## config.mk

```make
export PLATFORM = sky130hd
export DESIGN_NAME = epsilon_greedy_action_selector
export DESIGN_NICKNAME = d
export VERILOG_FILES = /design/src/sv/egas_pkg.sv /design/src/sv/egas_front.sv /design/src/sv/egas_fifo.sv /design/src/sv/egas_back.sv /design/src/sv/epsilon_greedy_action_selector.sv
export VERILOG_INCLUDE_DIRS = /design/src /design/src/sv
export SDC_FILE = /design/constraint.sdc
export NUM_CORES = 1
export LEC_CHECK = 0
export ABC_AREA = 1
export BUFFER_PORTS_ARGS = -buffer_cell sky130_fd_sc_hd__buf_4
export CORE_UTILIZATION = 55
export CTS_BUF_LIST = sky130_fd_sc_hd__clkbuf_16
export CTS_CLUSTER_SIZE = 10
export DETAILED_ROUTE_END_ITERATION = 8
export PLACE_DENSITY_LB_ADDON = 0.05
export SLEW_MARGIN = 20
export SYNTH_ARGS = -nofsm -noshare
export SYNTH_HDL_FRONTEND = slang
export SYNTH_SLANG_ARGS = --single-unit
```

## constraint.sdc

```tcl
create_clock -name i_clk -period 17.7 [get_ports i_clk]
set_input_delay 2.655 -clock i_clk [delete_from_list [all_inputs] [get_ports i_clk]]
set_output_delay 2.655 -clock i_clk [all_outputs]
set_load 0.005 [all_outputs]
```

## src/sv/assert_macros.svh

```systemverilog
// concurrent assertion helpers, compiled out for synthesis
`ifndef ASSERT_MACROS_SVH
`define ASSERT_MACROS_SVH

`ifndef SYNTHESIS

`define ASSERT_CLK(lbl, clk, rst_n, prop) \
    lbl: assert property (@(posedge clk) disable iff (!rst_n) (prop)) \
        else $error("assertion failed");

`define ASSERT_NEXT(lbl, clk, rst_n, ante, cons) \
    lbl: assert property (@(posedge clk) disable iff (!rst_n) (ante) |=> (cons)) \
        else $error("assertion failed");

`else

`define ASSERT_CLK(lbl, clk, rst_n, prop)

`define ASSERT_NEXT(lbl, clk, rst_n, ante, cons)

`endif

`endif

```

## src/sv/egas_pkg.sv

```systemverilog
package egas_pkg;

    localparam int CNT_MAX_W = 17;
    localparam int IDX_MAX_W = 16;

    localparam int FIFO_DEPTH = 4;
    localparam int FIFO_PTR_W = 2;
    localparam int FIFO_CNT_W = 3;

    localparam logic [15:0] EPS_RESET   = 16'd65535;
    localparam logic [15:0] DECAY_RESET = 16'd65208;
    localparam logic [15:0] FLOOR_RESET = 16'd655;
    localparam logic [31:0] SEED_RESET  = 32'd12345;

    localparam int XS_A = 13;
    localparam int XS_B = 17;
    localparam int XS_C = 5;

    typedef enum logic [1:0] {
        CFG_EPS_START = 2'd0,
        CFG_DECAY     = 2'd1,
        CFG_FLOOR     = 2'd2,
        CFG_SEED      = 2'd3
    } t_cfg_idx;

    // work handed from the front to the back
    typedef struct packed {
        logic                 is_decay;
        logic [CNT_MAX_W-1:0] count;
        logic [IDX_MAX_W-1:0] best;
    } t_cmd;

    function automatic logic [31:0] xorshift(input logic [31:0] x);
        logic [31:0] a;
        logic [31:0] b;
        a = x ^ (x << XS_A);
        b = a ^ (a >> XS_B);
        return b ^ (b << XS_C);
    endfunction

endpackage

```

## src/sv/egas_front.sv

```systemverilog
module egas_front #(
    parameter int MAX_ACTIONS = 256
) (
    input  logic               i_clk,
    input  logic               i_rst_n,
    input  logic               i_valid,
    output logic               o_ready,
    input  logic               i_func,
    input  logic signed [31:0] i_conf,
    input  logic               i_last,
    input  logic               i_full,
    output logic               o_push,
    output egas_pkg::t_cmd     o_cmd
);

    localparam int CW = $clog2(MAX_ACTIONS + 1);
    localparam int IW = $clog2(MAX_ACTIONS);

    logic signed [31:0] r_top_conf, n_top_conf;
    logic [IW-1:0]      r_best_idx,  n_best_idx;
    logic [CW-1:0]      r_count,     n_count;

    logic          accept;
    logic          room;
    logic          take;
    logic [IW-1:0] best_after;
    logic [CW-1:0] count_after;

    assign o_ready = !i_full;
    assign accept  = i_valid && !i_full;
    assign room    = r_count < CW'(MAX_ACTIONS);
    // first element of a set wins unconditionally, later ones only if strictly greater
    assign take    = room && ((r_count == '0) || (i_conf > r_top_conf));

    always_comb begin
        best_after  = take ? r_count[IW-1:0] : r_best_idx;
        count_after = room ? r_count + CW'(1) : r_count;

        n_top_conf = r_top_conf;
        n_best_idx  = r_best_idx;
        n_count     = r_count;
        o_push      = 1'b0;
        o_cmd       = '0;

        if (accept) begin
            if (i_func) begin
                o_push       = 1'b1;
                o_cmd.is_decay = 1'b1;
            end else if (i_last) begin
                o_push    = 1'b1;
                o_cmd.count = egas_pkg::CNT_MAX_W'(count_after);
                o_cmd.best  = egas_pkg::IDX_MAX_W'(best_after);
                n_top_conf = '0;
                n_best_idx  = '0;
                n_count     = '0;
            end else begin
                if (take) begin
                    n_top_conf = i_conf;
                end
                n_best_idx = best_after;
                n_count    = count_after;
            end
        end
    end

    always_ff @(posedge i_clk) begin
        if (!i_rst_n) begin
            r_top_conf <= '0;
            r_best_idx  <= '0;
            r_count     <= '0;
        end else begin
            r_top_conf <= n_top_conf;
            r_best_idx  <= n_best_idx;
            r_count     <= n_count;
        end
    end

endmodule

```

## src/sv/egas_fifo.sv

```systemverilog
module egas_fifo (
    input  logic           i_clk,
    input  logic           i_rst_n,
    input  logic           i_push,
    input  egas_pkg::t_cmd i_data,
    output logic           o_full,
    input  logic           i_pop,
    output egas_pkg::t_cmd o_data,
    output logic           o_empty
);

    egas_pkg::t_cmd r_mem [egas_pkg::FIFO_DEPTH];

    logic [egas_pkg::FIFO_PTR_W-1:0] r_wr, n_wr;
    logic [egas_pkg::FIFO_PTR_W-1:0] r_rd, n_rd;
    logic [egas_pkg::FIFO_CNT_W-1:0] r_cnt, n_cnt;

    assign o_full  = r_cnt == egas_pkg::FIFO_CNT_W'(egas_pkg::FIFO_DEPTH);
    assign o_empty = r_cnt == '0;
    assign o_data  = r_mem[r_rd];

    always_comb begin
        n_wr  = r_wr;
        n_rd  = r_rd;
        n_cnt = r_cnt;
        if (i_push) begin
            n_wr = r_wr + egas_pkg::FIFO_PTR_W'(1);
        end
        if (i_pop) begin
            n_rd = r_rd + egas_pkg::FIFO_PTR_W'(1);
        end
        if (i_push && !i_pop) begin
            n_cnt = r_cnt + egas_pkg::FIFO_CNT_W'(1);
        end else if (i_pop && !i_push) begin
            n_cnt = r_cnt - egas_pkg::FIFO_CNT_W'(1);
        end
    end

    always_ff @(posedge i_clk) begin
        if (i_push) begin
            r_mem[r_wr] <= i_data;
        end
    end

    always_ff @(posedge i_clk) begin
        if (!i_rst_n) begin
            r_wr  <= '0;
            r_rd  <= '0;
            r_cnt <= '0;
        end else begin
            r_wr  <= n_wr;
            r_rd  <= n_rd;
            r_cnt <= n_cnt;
        end
    end

endmodule

```

## src/sv/egas_back.sv

```systemverilog
module egas_back #(
    parameter int MAX_ACTIONS = 256
) (
    input  logic           i_clk,
    input  logic           i_rst_n,
    input  logic           i_cfg_we,
    input  logic [1:0]     i_cfg_idx,
    input  logic [31:0]    i_cfg_data,
    input  logic           i_cmd_valid,
    input  egas_pkg::t_cmd i_cmd,
    output logic           o_cmd_pop,
    output logic           o_valid,
    input  logic           i_ready,
    output logic [7:0]     o_index,
    output logic           o_explored,
    output logic [15:0]    o_eps
);

    localparam int CW = $clog2(MAX_ACTIONS + 1);
    localparam int IW = $clog2(MAX_ACTIONS);

    typedef enum logic [3:0] {
        S_IDLE  = 4'b0001,
        S_DECAY = 4'b0010,
        S_DIV   = 4'b0100,
        S_EMIT  = 4'b1000
    } t_state;

    t_state        r_state, n_state;
    logic [15:0]   r_eps,   n_eps;
    logic [31:0]   r_rng,   n_rng;
    logic [15:0]   r_decay, n_decay;
    logic [15:0]   r_floor, n_floor;
    logic [31:0]   r_prod,  n_prod;
    logic [31:0]   r_dvd,   n_dvd;
    logic [CW-1:0] r_rem,   n_rem;
    logic [CW-1:0] r_div,   n_div;
    logic [4:0]    r_step,  n_step;
    logic          r_out_valid, n_out_valid;
    logic [7:0]    r_out_idx,   n_out_idx;
    logic          r_out_exp,   n_out_exp;
    logic [15:0]   r_out_eps,   n_out_eps;

    logic          out_free;
    logic [31:0]   draw1;
    logic [31:0]   draw2;
    logic [CW:0]   trial;
    logic          fits;
    logic [15:0]   decayed;
    logic [31:0]   best_wide;
    logic [31:0]   rem_wide;
    logic [IW-1:0] cmd_best;

    assign out_free  = !r_out_valid || i_ready;
    assign draw1     = egas_pkg::xorshift(r_rng);
    assign draw2     = egas_pkg::xorshift(draw1);
    // restoring remainder, one dividend bit per cycle
    assign trial     = {r_rem, r_dvd[31]};
    assign fits      = trial >= {1'b0, r_div};
    assign decayed   = r_prod[31:16];
    assign cmd_best  = i_cmd.best[IW-1:0];
    assign best_wide = 32'(cmd_best);
    assign rem_wide  = 32'(r_rem);

    assign o_valid    = r_out_valid;
    assign o_index    = r_out_idx;
    assign o_explored = r_out_exp;
    assign o_eps      = r_out_eps;

    always_comb begin
        n_state     = r_state;
        n_eps       = r_eps;
        n_rng       = r_rng;
        n_decay     = r_decay;
        n_floor     = r_floor;
        n_prod      = r_prod;
        n_dvd       = r_dvd;
        n_rem       = r_rem;
        n_div       = r_div;
        n_step      = r_step;
        n_out_valid = r_out_valid && !i_ready;
        n_out_idx   = r_out_idx;
        n_out_exp   = r_out_exp;
        n_out_eps   = r_out_eps;
        o_cmd_pop   = 1'b0;

        case (r_state)
            S_IDLE: begin
                if (i_cmd_valid && (i_cmd.is_decay || out_free)) begin
                    o_cmd_pop = 1'b1;
                    if (i_cmd.is_decay) begin
                        if (r_eps > r_floor) begin
                            n_prod  = {16'd0, r_eps} * {16'd0, r_decay};
                            n_state = S_DECAY;
                        end
                    end else if (draw1[15:0] < r_eps) begin
                        n_rng   = draw2;
                        n_dvd   = draw2;
                        n_rem   = '0;
                        n_div   = i_cmd.count[CW-1:0];
                        n_step  = 5'd31;
                        n_state = S_DIV;
                    end else begin
                        n_rng       = draw1;
                        n_out_valid = 1'b1;
                        n_out_idx   = best_wide[7:0];
                        n_out_exp   = 1'b0;
                        n_out_eps   = r_eps;
                    end
                end
            end
            S_DECAY: begin
                n_eps   = (decayed < r_floor) ? r_floor : decayed;
                n_state = S_IDLE;
            end
            S_DIV: begin
                n_rem  = fits ? CW'(trial - {1'b0, r_div}) : CW'(trial);
                n_dvd  = {r_dvd[30:0], 1'b0};
                n_step = r_step - 5'd1;
                if (r_step == '0) begin
                    n_state = S_EMIT;
                end
            end
            S_EMIT: begin
                if (out_free) begin
                    n_out_valid = 1'b1;
                    n_out_idx   = rem_wide[7:0];
                    n_out_exp   = 1'b1;
                    n_out_eps   = r_eps;
                    n_state     = S_IDLE;
                end
            end
            default: begin
                n_state = S_IDLE;
            end
        endcase

        if (i_cfg_we) begin
            case (egas_pkg::t_cfg_idx'(i_cfg_idx))
                egas_pkg::CFG_EPS_START: n_eps   = i_cfg_data[15:0];
                egas_pkg::CFG_DECAY:     n_decay = i_cfg_data[15:0];
                egas_pkg::CFG_FLOOR:     n_floor = i_cfg_data[15:0];
                egas_pkg::CFG_SEED:      n_rng   = i_cfg_data;
                default: begin
                end
            endcase
        end
    end

    always_ff @(posedge i_clk) begin
        if (!i_rst_n) begin
            r_state     <= S_IDLE;
            r_eps       <= egas_pkg::EPS_RESET;
            r_rng       <= egas_pkg::SEED_RESET;
            r_decay     <= egas_pkg::DECAY_RESET;
            r_floor     <= egas_pkg::FLOOR_RESET;
            r_out_valid <= 1'b0;
        end else begin
            r_state     <= n_state;
            r_eps       <= n_eps;
            r_rng       <= n_rng;
            r_decay     <= n_decay;
            r_floor     <= n_floor;
            r_out_valid <= n_out_valid;
        end
    end

    always_ff @(posedge i_clk) begin
        r_prod    <= n_prod;
        r_dvd     <= n_dvd;
        r_rem     <= n_rem;
        r_div     <= n_div;
        r_step    <= n_step;
        r_out_idx <= n_out_idx;
        r_out_exp <= n_out_exp;
        r_out_eps <= n_out_eps;
    end

endmodule

```

## src/sv/epsilon_greedy_action_selector.sv

```systemverilog
// confidences are taken one word per cycle; a full four-entry command queue stalls input
// greedy decision: queued, then registered; one per cycle while the output is ready
// explored decision: computed by the bit-serial 32-step modulo unit
// decay tick: in the back end, a registered 16x16 multiply, then clamp
// synchronous active-low reset: empty queue, empty set, config and state registers at their defaults
`include "assert_macros.svh"

module epsilon_greedy_action_selector #(
    parameter int MAX_ACTIONS = 256
) (
    input  logic               i_clk,
    input  logic               i_rst_n,
    input  logic               i_s_axis_tvalid,
    output logic               o_s_axis_tready,
    input  logic signed [31:0] i_s_axis_tdata,   // [31:0] confidence
    input  logic               i_s_axis_tuser,   // [0] func
    input  logic               i_s_axis_tlast,
    output logic               o_m_axis_tvalid,
    input  logic               i_m_axis_tready,
    output logic [23:0]        o_m_axis_tdata,   // [7:0] action_index, [23:8] epsilon_now
    output logic               o_m_axis_tuser,   // [0] explored
    input  logic               i_cfg_we,
    input  logic [1:0]         i_cfg_idx,
    input  logic [31:0]        i_cfg_data
);

    egas_pkg::t_cmd push_cmd;
    egas_pkg::t_cmd head_cmd;
    logic           q_push;
    logic           q_pop;
    logic           q_full;
    logic           q_empty;
    logic [7:0]     out_idx;
    logic [15:0]    out_eps;

    egas_front #(
        .MAX_ACTIONS(MAX_ACTIONS)
    ) u_front (
        .i_clk   (i_clk),
        .i_rst_n (i_rst_n),
        .i_valid (i_s_axis_tvalid),
        .o_ready (o_s_axis_tready),
        .i_func  (i_s_axis_tuser),
        .i_conf  (i_s_axis_tdata),
        .i_last  (i_s_axis_tlast),
        .i_full  (q_full),
        .o_push  (q_push),
        .o_cmd   (push_cmd)
    );

    egas_fifo u_fifo (
        .i_clk   (i_clk),
        .i_rst_n (i_rst_n),
        .i_push  (q_push),
        .i_data  (push_cmd),
        .o_full  (q_full),
        .i_pop   (q_pop),
        .o_data  (head_cmd),
        .o_empty (q_empty)
    );

    egas_back #(
        .MAX_ACTIONS(MAX_ACTIONS)
    ) u_back (
        .i_clk       (i_clk),
        .i_rst_n     (i_rst_n),
        .i_cfg_we    (i_cfg_we),
        .i_cfg_idx   (i_cfg_idx),
        .i_cfg_data  (i_cfg_data),
        .i_cmd_valid (!q_empty),
        .i_cmd       (head_cmd),
        .o_cmd_pop   (q_pop),
        .o_valid     (o_m_axis_tvalid),
        .i_ready     (i_m_axis_tready),
        .o_index     (out_idx),
        .o_explored  (o_m_axis_tuser),
        .o_eps       (out_eps)
    );

    assign o_m_axis_tdata = {out_eps, out_idx};

    `ASSERT_CLK(a_no_push_when_full, i_clk, i_rst_n, !(q_push && q_full))
    `ASSERT_CLK(a_no_pop_when_empty, i_clk, i_rst_n, !(q_pop && q_empty))
    `ASSERT_NEXT(a_pop_then_room, i_clk, i_rst_n, q_pop && !q_push, !q_full)

endmodule

```

==> results by group <==
Outcome
  – Run status: finished, final reports clean

Final layout
  – Number of nets at the end of the flow: 3,775
  – Most common library cell in the layout ignoring fill and taps: sky130_fd_sc_hd__nand2_1
  – Synth-to-Final Area Change: 9.61%
  – Antenna diode count: 0
  – Fraction of final layout cells sized beyond drive strength 1: 0.0748
  – Post-route non-filler standard cell count: 3,944
  – Most frequent cells in the layout: 845 x sky130_fd_sc_hd__nand2_1, 608 x sky130_fd_sc_hd__inv_1, 216 x sky130_fd_sc_hd__nor2_1
  – End-of-flow core utilization: 0.617
  – Fill cells: 4,134

Floorplanning
  – I/O pin cnt: 100
  – Floorplan die height: 218 um
  – Die Area: 47,700 um^2
  – Effective utilization at floorplan: 0.563
  – Number of placement rows: 78
  – CORE AREA: 45,800 um^2
  – Horiz. Die Dim: 218 um

Run
  – Number of max-cap violations: 0

Timing
  – Final number of setup-violating endpoints: 0
  – Slew of the pin with the lowest slew margin: 1.12 ns
  – Highest clock frequency the design can meet: 161 MHz
  – Worst-case headroom to the max-slew limit: 0.250
  – Worst-case clock skew: 0.0279 ns
  – Setup slack of the critical path after layout: 11.48 ns
  – Final-report max-slew violation count: 0
  – Total negative setup slack: 0 ns
  – Min Clock Period, post-route: 6.22 ns
  – Final number of hold-violating endpoints: 0
  – Unrepaired setup endpoints after global routing: no
  – Fin crit share: 0.352

Worst setup path
  – Maximum fanout count along the critical path: 19
  – Critical Path Sink Type: flip-flop
  – Critical path class: flip-flop to flip-flop
  – Required time at the worst-slack endpoint: 18.04 ns
  – Kind of start point of the critical path: flip-flop
  – Critical path startpoint: u_back.r_eps[11]$_SDFF_PN1_
  – Crit Reg-Reg Startpoint: u_back.r_eps[11]$_SDFF_PN1_
  – Worst path arrival time: 6.56 ns

Synth
  – Netlist cell types: 51
  – Number of synthesized register bits: 311
  – Number of synthesized flops with an enable pin: 168
  – Async set-reset flop share out of synthesis: 0
  – Total nets after synthesis: 3,744
  – Leading area contributor after synthesis: sky130_fd_sc_hd__edfxtp_1
  – Cell area after technology mapping: 25,800 um^2
  – Synthesized netlist cell count: 3,280
  – Yosys top cell area share: 0.196
  – Post-synth top flop: sky130_fd_sc_hd__edfxtp_1
  – Synthesis warning total: 0
  – Sequential share of the synthesized area: 0.307
  – Cells taking the most area after synthesis: sky130_fd_sc_hd__edfxtp_1 20%, sky130_fd_sc_hd__fa_1 15%, sky130_fd_sc_hd__nand2_1 12%
  – Post-synthesis average cell area: 7.86 um^2

Global route
  – Wire length of the first global-routing pass: 116,000 um
  – Via count of the first global-routing pass: 21,240
  – GRT Overall Usage: 0.318
  – Total gr overflow: 0
  – Initial antenna violation count: 1
  – Pin count of the biggest net entering global routing: 90

Clocking
  – Inserted Clock Buffers: 41
  – Root buf cell: sky130_fd_sc_hd__clkbuf_16
  – Number of clock sinks seen by CTS: 311
  – Number of buffers inserted by post-CTS setup repair: 0
  – CTS tree: done
  – Post_cts resized: 0
  – Clock input transition at the sequential cells of the worst setup and hold paths: 0.06 ns
  – Skew-Pair Late Insertion Delay: 0.59 ns
  – Hold_buf cts: 0
  – Longest Clk Path Bufs: 3
  – Number of H-tree levels: 2

Placed design
  – Instance count after placement with tap cells included: 3,868
  – Estimated wirelength of the detail-placed design: 55,400 um
  – IO buf count: 99
  – Placement Setup Slack: 11.55 ns
  – Routability cong.: 0.942

Detailed routing
  – Wire length per cell after detailed routing: 18.6 um
  – Via density per instance: 5.44
  – Post-detailed-routing wire length: 73,500 um
  – 1st-iter DRT viols: 1,683
  – Antenna Violating Nets Remaining: 0
  – Count of TritonRoute iterations in the first routing pass: 5
  – DRC errors left: 0
  – Routed vias: 21,456

Worst hold path
  – Tightest Hold Check Type: flip-flop to flip-flop
  – Min-Delay Startpoint: u_front.r_best_idx[0]$_SDFFE_PN0P_
==> stage by stage <==
stage | hold slack, ns | area (um^2)
final | 0.463 | 28200
after global routing | 0.476 | 28200
after CTS | 0.464 | 28200
after detailed placement | 0.455 | 26900
after global placement | 0.453 | 26900
after floorplan | 0.406 | 25800
==> metal layers <==
layer	wire [um]	track usage	up-vias
met2	32900	0.495	731
met4	2060	0.0953	2
met3	6630	0.0795	120
met1	31900	0.434	10264
met5	14	0	-
li1	-	-	10339
==> synth_stat cells (5+ instances only) <==
cell	n
sky130_fd_sc_hd__xnor2_1	42
sky130_fd_sc_hd__buf_6	6
sky130_fd_sc_hd__o22ai_1	11
sky130_fd_sc_hd__o21ai_0	163
sky130_fd_sc_hd__nand2_1	845
sky130_fd_sc_hd__edfxtp_1	168
sky130_fd_sc_hd__dfxtp_1	143
sky130_fd_sc_hd__o21a_1	8
sky130_fd_sc_hd__a211oi_1	5
sky130_fd_sc_hd__inv_2	17
sky130_fd_sc_hd__inv_1	586
sky130_fd_sc_hd__nor2_1	217
sky130_fd_sc_hd__nor3_1	18
sky130_fd_sc_hd__nand2_4	9
sky130_fd_sc_hd__xnor2_2	5
sky130_fd_sc_hd__buf_1	6
sky130_fd_sc_hd__o211ai_1	10
sky130_fd_sc_hd__a21oi_1	211
sky130_fd_sc_hd__nand4_1	16
sky130_fd_sc_hd__nand2_2	17
sky130_fd_sc_hd__ha_1	196
sky130_fd_sc_hd__fa_1	195
sky130_fd_sc_hd__nand3_1	156
sky130_fd_sc_hd__buf_2	9
sky130_fd_sc_hd__a31oi_1	21
sky130_fd_sc_hd__xor2_1	39
sky130_fd_sc_hd__clkbuf_1	116
==> cell type report <==
| type | count | area (um^2) | area share |
|---|---|---|---|
| clock inverter | 34 | 267 | 0.00943 |
| tap | 600 | 751 | 0.0266 |
| inverter | 605 | 2270 | 0.0804 |
| sequential | 311 | 7910 | 0.280 |
| multi-input combinational | 2224 | 15000 | 0.532 |
| clock buffer | 42 | 1050 | 0.0372 |
| timing repair buffer | 128 | 961 | 0.0340 |
==> state kept, by name, indices dropped and copies added, names as in the netlist, 32 cells and up, named ones only <==
name / cells
u_front.r_top_conf: 32
u_back.r_rng: 32
u_back.r_dvd: 32
u_fifo.r_mem: 72
==> worst max-delay path: stages, from the launching register on <==
cell and delay [ns]:
sky130_fd_sc_hd__dfxtp_1 0.94, sky130_fd_sc_hd__nand2_1 0.21, sky130_fd_sc_hd__fa_1 0.54, sky130_fd_sc_hd__fa_1 0.52, sky130_fd_sc_hd__fa_1 0.52, sky130_fd_sc_hd__inv_1 0.06, sky130_fd_sc_hd__fa_1 0.50, sky130_fd_sc_hd__fa_1 0.51
sky130_fd_sc_hd__inv_1 0.05, sky130_fd_sc_hd__fa_1 0.60, sky130_fd_sc_hd__inv_1 0.08, sky130_fd_sc_hd__ha_1 0.33, sky130_fd_sc_hd__a21oi_1 0.22, sky130_fd_sc_hd__inv_1 0.09, sky130_fd_sc_hd__a31oi_1 0.21, sky130_fd_sc_hd__o21ai_0 0.15
sky130_fd_sc_hd__a211oi_1 0.21, sky130_fd_sc_hd__nand2_1 0.09, sky130_fd_sc_hd__xor2_1 0.14
==> logic make-up (layout without fill, tap and decap cells) <==
family,after synthesis,after routing,synth area share
flip-flops,311,311,0.307
AND/OR/NAND/NOR,1292,1292,0.205
adder cells (fa/ha/maj),391,391,0.247
XOR/XNOR,95,95,0.0385
buffers and inverters,745,809,0.111
AO/OA/AOI/OAI,446,446,0.0921
==> worst paths after layout <==
path                                        end  slack (ns)  cells after the start
min reg2reg  u_front.r_best_idx[0]$_SDFFE_PN0P_        0.46                      2
max reg2reg         u_back.r_prod[27]$_DFFE_PP_       11.48                     18
min          u_front.r_best_idx[0]$_SDFFE_PN0P_        0.46                      2
max                 u_back.r_prod[27]$_DFFE_PP_       11.48                     18
Power is left out: the tool's default activity adds up to more than one toggle a clock period on the data nets, which glitch-free logic cannot reach.
